**config.mk**
```make
export PLATFORM = sky130hd
export DESIGN_NAME = square_matrix_multiply_unit_flat
export DESIGN_NICKNAME = d
export VERILOG_FILES = /design/src/design/sqmm_pkg.sv /design/src/design/sqmm_if.sv /design/src/design/sqmm_mac.sv /design/src/design/square_matrix_multiply_unit.sv /design/src/flat_wrapper.sv
export SDC_FILE = /design/constraint.sdc
export NUM_CORES = 1
export LEC_CHECK = 0
export ABC_AREA = 1
export BUFFER_PORTS_ARGS = -buffer_cell sky130_fd_sc_hd__buf_2
export CAP_MARGIN = 10
export CORE_ASPECT_RATIO = 1.1
export CORE_MARGIN = 8
export CORE_UTILIZATION = 50
export CTS_CLUSTER_SIZE = 12
export DETAILED_ROUTE_END_ITERATION = 7
export PLACE_DENSITY_LB_ADDON = 0.3
export SKIP_LAST_GASP = 1
export SYNTH_ARGS = -nofsm -noshare
export SYNTH_HDL_FRONTEND = slang
export SYNTH_HIERARCHICAL = 1
export SYNTH_SLANG_ARGS = --single-unit
```
**constraint.sdc**
```tcl
create_clock -name clk -period 5.4 [get_ports clk]
set_clock_uncertainty 0.1 [all_clocks]
set_input_delay 0.81 -clock clk [delete_from_list [all_inputs] [get_ports clk]]
set_output_delay 0.81 -clock clk [all_outputs]
set_load 0.03 [all_outputs]
```
**src/design/sqmm_pkg.sv**
```systemverilog
// Shared types and constants of the square matrix multiply unit.
package sqmm_pkg;

    localparam int DIM_DEFAULT = 4;
    localparam int ELEM_W      = 16;
    localparam int PROD_W      = 2 * ELEM_W;
    localparam int C_W         = 35;

    typedef logic signed [ELEM_W-1:0] elem_t;
    typedef logic signed [PROD_W-1:0] prod_t;
    typedef logic signed [C_W-1:0]    c_elem_t;

    typedef struct packed {
        logic vld;
        logic first;
        logic lastk;
    } mac_ctl_t;

endpackage

```
**src/design/sqmm_if.sv**
```systemverilog
// Valid/ready channel interfaces for the operand pairs and the product elements.
interface sqmm_in_if;
    logic            valid;
    logic            ready;
    sqmm_pkg::elem_t a_elem;
    sqmm_pkg::elem_t b_elem;

    modport source (output valid, output a_elem, output b_elem, input ready);
    modport sink (input valid, input a_elem, input b_elem, output ready);
    modport monitor (input valid, input a_elem, input b_elem, input ready);
endinterface

interface sqmm_out_if;
    logic              valid;
    logic              ready;
    sqmm_pkg::c_elem_t c_elem;
    logic              last;

    modport source (output valid, output c_elem, output last, input ready);
    modport sink (input valid, input c_elem, input last, output ready);
    modport monitor (input valid, input c_elem, input last, input ready);
endinterface

```
**src/design/sqmm_mac.sv**
```systemverilog
// Shared multiply-accumulate unit: one registered product stage and one accumulate stage.
module sqmm_mac
(
    input  logic               clk,
    input  logic               rst_n,
    input  sqmm_pkg::mac_ctl_t ctl,
    input  sqmm_pkg::elem_t    a,
    input  sqmm_pkg::elem_t    b,
    output sqmm_pkg::c_elem_t  sum,
    output logic               sum_vld
);

    localparam int EXT_W = sqmm_pkg::C_W - sqmm_pkg::PROD_W;

    sqmm_pkg::mac_ctl_t ctl_reg;
    sqmm_pkg::prod_t    prod_reg;
    sqmm_pkg::c_elem_t  acc_reg;
    logic               sum_vld_reg;
    sqmm_pkg::c_elem_t  prod_ext;

    assign prod_ext = {{EXT_W{prod_reg[sqmm_pkg::PROD_W-1]}}, prod_reg};

    always_ff @(posedge clk or negedge rst_n)
    begin
        if (!rst_n)
        begin
            ctl_reg     <= '0;
            sum_vld_reg <= 1'b0;
        end
        else
        begin
            ctl_reg     <= ctl;
            sum_vld_reg <= ctl_reg.vld && ctl_reg.lastk;
        end
    end

    always_ff @(posedge clk)
    begin
        if (ctl.vld)
        begin
            prod_reg <= a * b;
        end
        if (ctl_reg.vld)
        begin
            acc_reg <= ctl_reg.first ? prod_ext : sqmm_pkg::c_elem_t'(acc_reg + prod_ext);
        end
    end

    assign sum     = acc_reg;
    assign sum_vld = sum_vld_reg;

endmodule

```
**src/design/square_matrix_multiply_unit.sv**
```systemverilog
// Top level of the square matrix multiply unit: operand stores, sequencer and output register.
//
//   Channel   Role   Payload                 Transfers per matrix pair
//   operand   sink   a_elem, b_elem (16 b)   DIM*DIM, row-major
//   product   source c_elem (35 b), last     DIM*DIM, row-major, last on the final one
//
// Loading takes one operand pair per cycle while operand.valid is high. Each element of C
// then takes DIM reads through the single multiply-accumulate unit, its two pipeline stages
// and a hand-over into the output register. A stalled product channel holds the sequencer.
// Reset clears the sequencer and the output valid; the operand stores need no clearing.
module square_matrix_multiply_unit
#(
    parameter int DIM = sqmm_pkg::DIM_DEFAULT
)
(
    input  logic      clk,
    input  logic      rst_n,
    sqmm_in_if.sink   operand,
    sqmm_out_if.source product
);

    localparam int CELLS = DIM * DIM;
    localparam int AW    = $clog2(CELLS);
    localparam int IW    = $clog2(DIM);

    localparam logic [1:0] ST_LOAD = 2'd0;
    localparam logic [1:0] ST_CALC = 2'd1;
    localparam logic [1:0] ST_WAIT = 2'd2;

    logic [1:0]        state_reg, state_next;
    logic [AW-1:0]     load_cnt_reg, load_cnt_next;
    logic [IW-1:0]     row_reg, row_next;
    logic [IW-1:0]     col_reg, col_next;
    logic [IW-1:0]     k_reg, k_next;
    logic              done_reg, done_next;
    logic              out_valid_reg, out_valid_next;
    sqmm_pkg::c_elem_t c_reg;
    logic              last_reg;

    sqmm_pkg::elem_t    a_mem [CELLS];
    sqmm_pkg::elem_t    b_mem [CELLS];
    sqmm_pkg::elem_t    a_rd_reg;
    sqmm_pkg::elem_t    b_rd_reg;
    sqmm_pkg::mac_ctl_t s1_ctl_reg;

    logic              in_xfer;
    logic              issue;
    logic              fin;
    logic [AW-1:0]     a_addr;
    logic [AW-1:0]     b_addr;
    sqmm_pkg::c_elem_t mac_sum;
    logic              mac_sum_vld;

    assign operand.ready = (state_reg == ST_LOAD);
    assign in_xfer       = operand.valid && operand.ready;

    assign a_addr = AW'(AW'(row_reg) * AW'(DIM)) + AW'(k_reg);
    assign b_addr = AW'(AW'(k_reg) * AW'(DIM)) + AW'(col_reg);

    always_comb
    begin
        state_next     = state_reg;
        load_cnt_next  = load_cnt_reg;
        row_next       = row_reg;
        col_next       = col_reg;
        k_next         = k_reg;
        done_next      = done_reg;
        issue          = 1'b0;
        fin            = 1'b0;
        unique case (state_reg)
            ST_LOAD:
            begin
                if (in_xfer)
                begin
                    if (load_cnt_reg == AW'(CELLS - 1))
                    begin
                        load_cnt_next = '0;
                        row_next      = '0;
                        col_next      = '0;
                        k_next        = '0;
                        state_next    = ST_CALC;
                    end
                    else
                    begin
                        load_cnt_next = load_cnt_reg + 1'b1;
                    end
                end
            end
            ST_CALC:
            begin
                issue = 1'b1;
                if (k_reg == IW'(DIM - 1))
                begin
                    k_next     = '0;
                    state_next = ST_WAIT;
                end
                else
                begin
                    k_next = k_reg + 1'b1;
                end
            end
            ST_WAIT:
            begin
                if (done_reg && (!out_valid_reg || product.ready))
                begin
                    fin       = 1'b1;
                    done_next = 1'b0;
                    if (col_reg == IW'(DIM - 1))
                    begin
                        col_next = '0;
                        if (row_reg == IW'(DIM - 1))
                        begin
                            row_next   = '0;
                            state_next = ST_LOAD;
                        end
                        else
                        begin
                            row_next   = row_reg + 1'b1;
                            state_next = ST_CALC;
                        end
                    end
                    else
                    begin
                        col_next   = col_reg + 1'b1;
                        state_next = ST_CALC;
                    end
                end
            end
            default:
            begin
                state_next = ST_LOAD;
            end
        endcase
        if (mac_sum_vld)
        begin
            done_next = 1'b1;
        end
    end

    always_comb
    begin
        out_valid_next = out_valid_reg;
        if (fin)
        begin
            out_valid_next = 1'b1;
        end
        else if (product.ready)
        begin
            out_valid_next = 1'b0;
        end
    end

    always_ff @(posedge clk or negedge rst_n)
    begin
        if (!rst_n)
        begin
            state_reg     <= ST_LOAD;
            load_cnt_reg  <= '0;
            row_reg       <= '0;
            col_reg       <= '0;
            k_reg         <= '0;
            done_reg      <= 1'b0;
            out_valid_reg <= 1'b0;
            s1_ctl_reg    <= '0;
        end
        else
        begin
            state_reg      <= state_next;
            load_cnt_reg   <= load_cnt_next;
            row_reg        <= row_next;
            col_reg        <= col_next;
            k_reg          <= k_next;
            done_reg       <= done_next;
            out_valid_reg  <= out_valid_next;
            s1_ctl_reg.vld   <= issue;
            s1_ctl_reg.first <= (k_reg == '0);
            s1_ctl_reg.lastk <= (k_reg == IW'(DIM - 1));
        end
    end

    always_ff @(posedge clk)
    begin
        if (in_xfer)
        begin
            a_mem[load_cnt_reg] <= operand.a_elem;
            b_mem[load_cnt_reg] <= operand.b_elem;
        end
        if (issue)
        begin
            a_rd_reg <= a_mem[a_addr];
            b_rd_reg <= b_mem[b_addr];
        end
        if (fin)
        begin
            c_reg    <= mac_sum;
            last_reg <= (row_reg == IW'(DIM - 1)) && (col_reg == IW'(DIM - 1));
        end
    end

    sqmm_mac u_mac
    (
        .clk     (clk),
        .rst_n   (rst_n),
        .ctl     (s1_ctl_reg),
        .a       (a_rd_reg),
        .b       (b_rd_reg),
        .sum     (mac_sum),
        .sum_vld (mac_sum_vld)
    );

    assign product.valid  = out_valid_reg;
    assign product.c_elem = c_reg;
    assign product.last   = last_reg;

endmodule

```
**src/flat_wrapper.sv**
```systemverilog
// flat-port wrapper written by rule: the top's interface ports become plain ports
module square_matrix_multiply_unit_flat 
#(
    parameter int DIM = sqmm_pkg::DIM_DEFAULT
)
  (clk, rst_n, operand_valid, operand_a_elem, operand_b_elem, operand_ready, product_valid, product_c_elem, product_last, product_ready);
  sqmm_in_if operand_i ();
  sqmm_out_if product_i ();
  input  logic clk;
  input  logic rst_n;
  input wire logic [$bits(operand_i.valid)-1:0] operand_valid;
  input wire logic [$bits(operand_i.a_elem)-1:0] operand_a_elem;
  input wire logic [$bits(operand_i.b_elem)-1:0] operand_b_elem;
  output wire logic [$bits(operand_i.ready)-1:0] operand_ready;
  output wire logic [$bits(product_i.valid)-1:0] product_valid;
  output wire logic [$bits(product_i.c_elem)-1:0] product_c_elem;
  output wire logic [$bits(product_i.last)-1:0] product_last;
  input wire logic [$bits(product_i.ready)-1:0] product_ready;
  assign operand_i.valid = operand_valid;
  assign operand_i.a_elem = operand_a_elem;
  assign operand_i.b_elem = operand_b_elem;
  assign operand_ready = operand_i.ready;
  assign product_valid = product_i.valid;
  assign product_c_elem = product_i.c_elem;
  assign product_last = product_i.last;
  assign product_i.ready = product_ready;
  square_matrix_multiply_unit #(.DIM(DIM)) u_core (.clk(clk), .rst_n(rst_n), .operand(operand_i), .product(product_i));
endmodule
```
==> out/metrics.csv, run 1 <==
metric;value;unit
status;finished with violations;
failing checks;negative setup slack;
max_slew headroom;0.1733;
Die X;287.1;µm
RePlAce Congestion;0.9785;
PortBufs;73;
reg-to-reg slack, setup;-100;ps
Worst Path Buf+Inv;4;
Crit Path Class;reg -> reg;
pin count of the biggest net entering global routing;164;
drt initial violations;2220;
reg2reg path depth;21;
CP arrival;5800;ps
global route overflow;0;
Ys Warns;6;
ys flop type;edfxtp_1;
total clock sinks;668;
slowest cell delay on critical path;550;ps
CTS max path bufs;3;
Crit-path slowest cell;fa_1;
clk slew on worst S/H paths;70;ps
remaining antenna violation count after routing;0;
initial antenna violation count;5;
GR peak layer;met2;
CP Data Required Time;5690;ps
Hold Slack;106.4;ps
first-pass GRT wire length;159.5;mm
worst skew pair latency;650;ps
period utilization;1.019;
clk root buf;clkbuf_16;
vias in the first global route;29050;
Global Route Usage Sum;0.2245;
DRC;0;
CTS tree;built;
cts bufs inserted;73;
final hold violation count;0;
Post-synth EDFFs;647;
met3 GRT Util;0.02988;
Rows;109;
RSZ-0062 raised after global routing;true;
register area share after synthesis;0.4936;
Netlist cell types;46;
WL/cell;18.15;µm
Critical Path Start Type;flop;
Pins Over Slew Limit;0;
first drt pass iteration count;8;
syn_nets;4710;
H-tree depth;3;
met1 Usage GRT;0.2733;
filler cell count;6755;
crit path max fanout;11;
io pins;74;
# setup viols final;11;
min Tclk post-route;5503;ps
Core ar.;80190;µm²
average cell area after synthesis;9.430;µm²
nets;4910;
fraction of registers with async set/reset;0.03144;
via count;28790;
Worst Tran Pin Value;1237;ps
Die H;314.2;µm
hpwl dp;68.53;mm
Largest regs;u_core/a_mem x256, u_core/b_mem x256;
crit path capture type;flop;
synthesized cell area;40430;µm²
layout cells sized above 1;0.1379;
final setup margin;-103.4;ps
max_cap viols;0;
drt total wl;101.5;mm
M2 GR Usage;0.4027;
critical-path cell list;buf_4, nand2_1, fa_1, fa_1, inv_1, fa_1, fa_1, fa_1, inv_1, fa_1, inv_1, ha_4, a21o_1, nor2_4, nand2_1, nand2_1, nand3_2, nand3_2, nand2_1, nand2_1, nand2_1;
worst min path class;in -> async;
R2R Path End;u_core/u_mac/prod_reg[31];
delay-heaviest family, CP;adder cells;
synth-to-layout area growth;14.83;%
Via-to-Cell Ratio;5.152;
Initial Utilization;0.5041;
Seq cells post-synth;668;
r2r startpoint;u_core/b_rd_reg[1];
highest clock rate;181.7;MHz
Die ar.;90220;µm²
Post-Synthesis Cells;4287;
==> area by class of cell <==
cell class                 count  area (µm²)  area share
antenna                        2       5.005   0.0001078
multi-input combinational   2504       17020      0.3667
clock inverter                30       320.3    0.006900
timing repair buffer         293        2312     0.04981
sequential                   668       19970      0.4301
inverter                     947        3561     0.07671
clock buffer                  91        1916     0.04126
tap                         1054        1319     0.02841
==> repair_timing <==
| item | 4_1_cts | 5_1_grt |
|---|---|---|
| endpoints found under the setup margin | 22 | 23 |
| hold buffers | 0 | 0 |
| gates cloned | 1 | 0 |
| pin swaps | 51 | 27 |
| gates resized for setup | 117 | 47 |
| setup buffers | 18 | 7 |
==> per-layer routing <==
| metal | routed length [µm] | part of all wire |
|---|---|---|
| met3 | 5163 | 0.051 |
| met2 | 53050 | 0.52 |
| met1 | 39840 | 0.39 |
| met5 | 13 | 0.00013 |
| met4 | 3388 | 0.033 |
==> Yosys cell counts (2+ instances only) <==
cell type / count / area share
nand2_1: 1268 / 0.12
inv_1: 932 / 0.087
edfxtp_1: 647 / 0.48
nand3_1: 454 / 0.056
fa_1: 263 / 0.13
ha_1: 124 / 0.038
nor2_1: 122 / 0.011
clkbuf_1: 75 / 0.0070
buf_2: 70 / 0.0087
a21oi_1: 57 / 0.0071
o21ai_0: 28 / 0.0035
xor2_1: 26 / 0.0056
nand2_2: 22 / 0.0034
dfrtp_1: 21 / 0.013
nor2_2: 19 / 0.0029
nand4_1: 17 / 0.0026
o21bai_1: 14 / 0.0026
xnor2_1: 14 / 0.0030
buf_4: 13 / 0.0024
inv_2: 13 / 0.0012
nand3b_1: 10 / 0.0019
or2_2: 10 / 0.0015
buf_1: 9 / 0.00084
o21ai_1: 9 / 0.0011
a21oi_2: 8 / 0.0017
nand3_2: 5 / 0.0012
nor3_1: 5 / 0.00062
nor3_2: 4 / 0.00099
or2_1: 4 / 0.00062
a21o_1: 3 / 0.00056
a31oi_1: 3 / 0.00046
inv_4: 2 / 0.00031
nand2_4: 2 / 0.00056
o21ai_2: 2 / 0.00043
==> placed cells by master, fill, tap and decap left out, types with 12 or more instances in the layout <==
| master | instances |
|---|---|
| inv_2 | 30 |
| ha_1 | 101 |
| nand2_1 | 1250 |
| nor2_4 | 30 |
| edfxtp_1 | 647 |
| fa_1 | 253 |
| a21oi_2 | 24 |
| ha_4 | 23 |
| nand2_2 | 34 |
| nor2_2 | 24 |
| clkbuf_16 | 74 |
| clkbuf_1 | 17 |
| xnor2_1 | 14 |
| buf_2 | 73 |
| nor2_1 | 88 |
| nand3_1 | 450 |
| o21ai_0 | 24 |
| dfrtp_1 | 17 |
| buf_12 | 19 |
| a21oi_1 | 35 |
| inv_1 | 914 |
| buf_4 | 190 |
| xor2_1 | 24 |
| nand4_1 | 17 |
| o21ai_1 | 12 |
==> through the flow <==
stage               setup slack, ps  TNS [ps]  utilization  std cells  instance area [µm²]
CTS                          -63.45    -437.7       0.5758       5580                46170
finish                       -103.4    -763.5       0.5789       5589                46420
global route                 -327.8     -3958       0.5789       5588                46420
global placement             -297.2     -2458       0.5384       5440                43170
floorplan                    -2.943    -2.943            -       4287                40530
detailed placement           -364.8     -3960       0.5384       5440                43170
==> kinds of logic after synthesis <==
kind of cell,count (synthesis),share of synthesized area
adder cells (fa/ha/maj),387,0.1686
buffers and inverters,1115,0.1072
AO/OA/AOI/OAI,131,0.01937
flip-flops,668,0.4936
AND/OR/NAND/NOR,1946,0.2026
XOR/XNOR,40,0.008666
==> worst max path at each step <==
| stage | startpoint | endpoint | depth (start not counted) |
|---|---|---|---|
| 2_1_floorplan | u_core/a_rd_reg[10] | u_core/u_mac/prod_reg[31] | 23 |
| 3_3_place_gp | u_core/b_rd_reg[7] | u_core/u_mac/prod_reg[22] | 21 |
| 3_5_place_dp | u_core/b_rd_reg[8] | u_core/u_mac/prod_reg[22] | 21 |
| 4_1_cts | u_core/a_rd_reg[10] | u_core/u_mac/prod_reg[26] | 21 |
| 5_1_grt | u_core/a_rd_reg[15] | u_core/u_mac/prod_reg[30] | 23 |
| 6_report | u_core/b_rd_reg[1] | u_core/u_mac/prod_reg[31] | 21 |
Power of run 1 is left out: the tool's default activity adds up to more than one toggle a clock period on the data nets, which glitch-free logic cannot reach.
==> inputs of run 2 (changes only) <==
- SYNTH_HIERARCHICAL: 1 -> not set
==> run 2 against run 1 <==
Net effect:
- the flow still finishes with violations (negative setup slack)
- critical path type unchanged
- worst hold slack worse by 27 ps
- sequential cell count stayed put
- critical path depth is 1 lower
- setup slack worse by 190 ps
==> out/metrics.csv, run 2 <==
metric;value;unit;change
status;finished with violations;;
failing checks;negative setup slack;;
WL/cell;19.63;µm;+8.1%
CP most frequent cell;fa_1;;
via count;25880;;-10%
hpwl dp;61.53;mm;-10%
initial antenna violation count;7;;+2
Worst Tran Pin Value;1122;ps;-115.5 ps
Crit Path Class;reg -> reg;;
Die H;305.5;µm;-2.8%
Largest regs;u_core.a_mem x256, u_core.b_mem x256;;
first drt pass iteration count;5;;-3
crit path max fanout;5;;-6
Critical Path Start Type;flop;;
multi-input logic area;16490;µm²;-3.2%
most common cell in the synthesized netlist;edfxtp_1;;
synth-to-layout area growth;16.36;%;
Area contributors post-synth;edfxtp_1 51%, fa_1 14%, nand2_1 6.0%;;
Seq cells post-synth;668;;unchanged
H-tree depth;3;;unchanged
commonest cells after routing, fill and taps aside;647 x edfxtp_1, 586 x nand2_1, 487 x inv_1;;
# setup viols final;17;;+6
CTS tree;built;;
worst min path class;in -> async;;
global route overflow;0;;unchanged
Crit-path slowest cell;fa_2;;
final setup margin;-292.6;ps;-189.2 ps
Commonest cells post-synth;647 x edfxtp_1, 612 x nand2_1, 518 x inv_1;;
vias in the first global route;26550;;-8.6%
RePlAce Congestion;0.9490;;-3.0%
min Tclk post-route;5693;ps;+189.2 ps
syn_nets;3908;;-17%
pin count of the biggest net entering global routing;84;;-49%
delay-heaviest family, CP;adder cells;;
Netlist cell types;48;;+4.3%
CP arrival;5970;ps;+170 ps
cell taking the most area after synthesis;edfxtp_1;;
highest clock rate;175.7;MHz;-3.3%
critical-path cell list;buf_4, nand2_4, inv_4, fa_2, fa_2, buf_6, fa_1, fa_1, fa_1, inv_1, fa_1, inv_2, ha_4, nand2_4, nor2_4, inv_4, nor2_4, nand4_1, nand3_1, xor2_1;;
worst skew pair latency;620;ps;-30 ps
non-filler cells in the finished layout;4787;;-14%
Die ar.;85310;µm²;-5.4%
fraction of registers with async set/reset;0.03144;;unchanged
total clock sinks;668;;unchanged
dpl cells;4635;;-15%
Rows;106;;-2.8%
Sequential Area;19970;µm²;unchanged
synthesized cell area;38100;µm²;-5.7%
Via-to-Cell Ratio;5.407;;+4.9%
register area share after synthesis;0.5237;;+0.03010
PortBufs;73;;unchanged
period utilization;1.054;;+0.03503
Die X;279.2;µm;-2.8%
remaining antenna violation count after routing;0;;unchanged
drt total wl;93.95;mm;-7.4%
Post-Synthesis Cells;3485;;-19%
Ys Warns;0;;-6
most common cell after layout, fill and taps aside;edfxtp_1;;
Initial Utilization;0.5032;;-0.0009790
DRC;0;;unchanged
layout cells sized above 1;0.1770;;+0.03913
Post-synth EDFFs;647;;unchanged
Yosys top cell area share;0.5099;;+0.02930
crit path capture type;flop;;
max_cap viols;0;;unchanged
max_slew headroom;0.2476;;+0.07431
Pins Over Slew Limit;0;;unchanged
ys flop type;edfxtp_1;;
CP Data Required Time;5680;ps;about the same
cts bufs inserted;69;;-5.5%
Hold Buf Count CTS;0;;unchanged
Global Route Usage Sum;0.2185;;-0.005982
clk slew on worst S/H paths;60;ps;about the same
Core ar.;75730;µm²;-5.6%
slowest cell delay on critical path;640;ps;+90 ps
filler cell count;6086;;-9.9%
RSZ-0062 raised after global routing;true;;
io pins;74;;unchanged
CTS max path bufs;3;;unchanged
first-pass GRT wire length;146.3;mm;-8.2%
final hold violation count;0;;unchanged
Worst Path Buf+Inv;6;;+2
drt initial violations;1974;;-11%
nets;4146;;-16%
clk root buf;clkbuf_16;;
average cell area after synthesis;10.93;µm²;+16%
==> run 2: cell type report <==
class / count / area share
timing repair buffer: 330 / 0.05782
multi-input combinational: 2126 / 0.3718
clock buffer: 88 / 0.04055
antenna: 4 / 0.0002258
inverter: 528 / 0.04501
clock inverter: 17 / 0.005305
tap: 1026 / 0.02895
sequential: 668 / 0.4503
==> run 2: layer usage <==
layer / share of wire / global-route usage
met1: 0.39 / 0.2600
met2: 0.52 / 0.3969
met3: 0.053 / 0.03483
met4: 0.034 / 0.07945
met5: 0.00042 / 0
==> run 2: worst paths after layout <==
path / startpoint / endpoint / slack [ps] / cells after the start
hold reg to reg: u_core.s1_ctl_reg[1] / u_core.u_mac.ctl_reg[1] / 260 / 0
max in group asynchronous: rst_n / u_core.k_reg[0] / 4690 / 1
hold / removal: rst_n / u_core.s1_ctl_reg[2] / 80 / 1
min in group clk: u_core.s1_ctl_reg[1] / u_core.u_mac.ctl_reg[1] / 260 / 0
setup reg to reg: u_core.b_rd_reg[2] / u_core.u_mac.prod_reg[23] / -290 / 20
setup / recovery: u_core.b_rd_reg[2] / u_core.u_mac.prod_reg[23] / -290 / 20
==> run 2: metrics by stage <==
| step | setup slack, ps | setup TNS [ps] | instance area, µm² | util | hold WS, ps |
|---|---|---|---|---|---|
| 2_1_floorplan | 0.9526 | 0 | 38170 | - | 231.2 |
| 3_3_place_gp | -368.4 | -3267 | 40970 | 0.5409 | 236.1 |
| 3_5_place_dp | -393.6 | -4040 | 40970 | 0.5409 | 235.6 |
| 4_1_cts | -212.7 | -1611 | 43730 | 0.5775 | 59.51 |
| 5_1_grt | -484.4 | -6382 | 44330 | 0.5854 | 84.06 |
| 6_report | -292.6 | -3049 | 44340 | 0.5855 | 78.91 |
==> run 2: kinds of logic (layout without fill, tap and decap cells) <==
logic type / after synthesis / after routing / share of synthesized area
compound gates: 496 / 496 / 0.08157
xor+xnor: 39 / 39 / 0.008964
fa+ha+maj: 387 / 387 / 0.1789
buf+inv: 691 / 963 / 0.07050
flops: 668 / 668 / 0.5237
mux: 46 / 46 / 0.01208
other cells: 0 / 4 / 0
simple gates: 1158 / 1158 / 0.1243
==> run 2: what timing repair did <==
item                                    CTS  global route
endpoints found under the setup margin   21            22
pin swaps                                54            71
buffers inserted                         25            19
gates resized for setup                 122           127
==> run 2: worst register-to-register path, stage by stage, from the launching register on <==
cell	delay (ps)
edfxtp_1	460
buf_4	190
nand2_4	80
inv_4	40
fa_2	640
fa_2	520
buf_6	150
fa_1	460
fa_1	510
fa_1	490
inv_1	50
fa_1	490
inv_2	50
ha_4	290
nand2_4	70
nor2_4	140
inv_4	70
nor2_4	170
nand4_1	240
nand3_1	180
xor2_1	70
Power of run 2 is left out for the same reason.
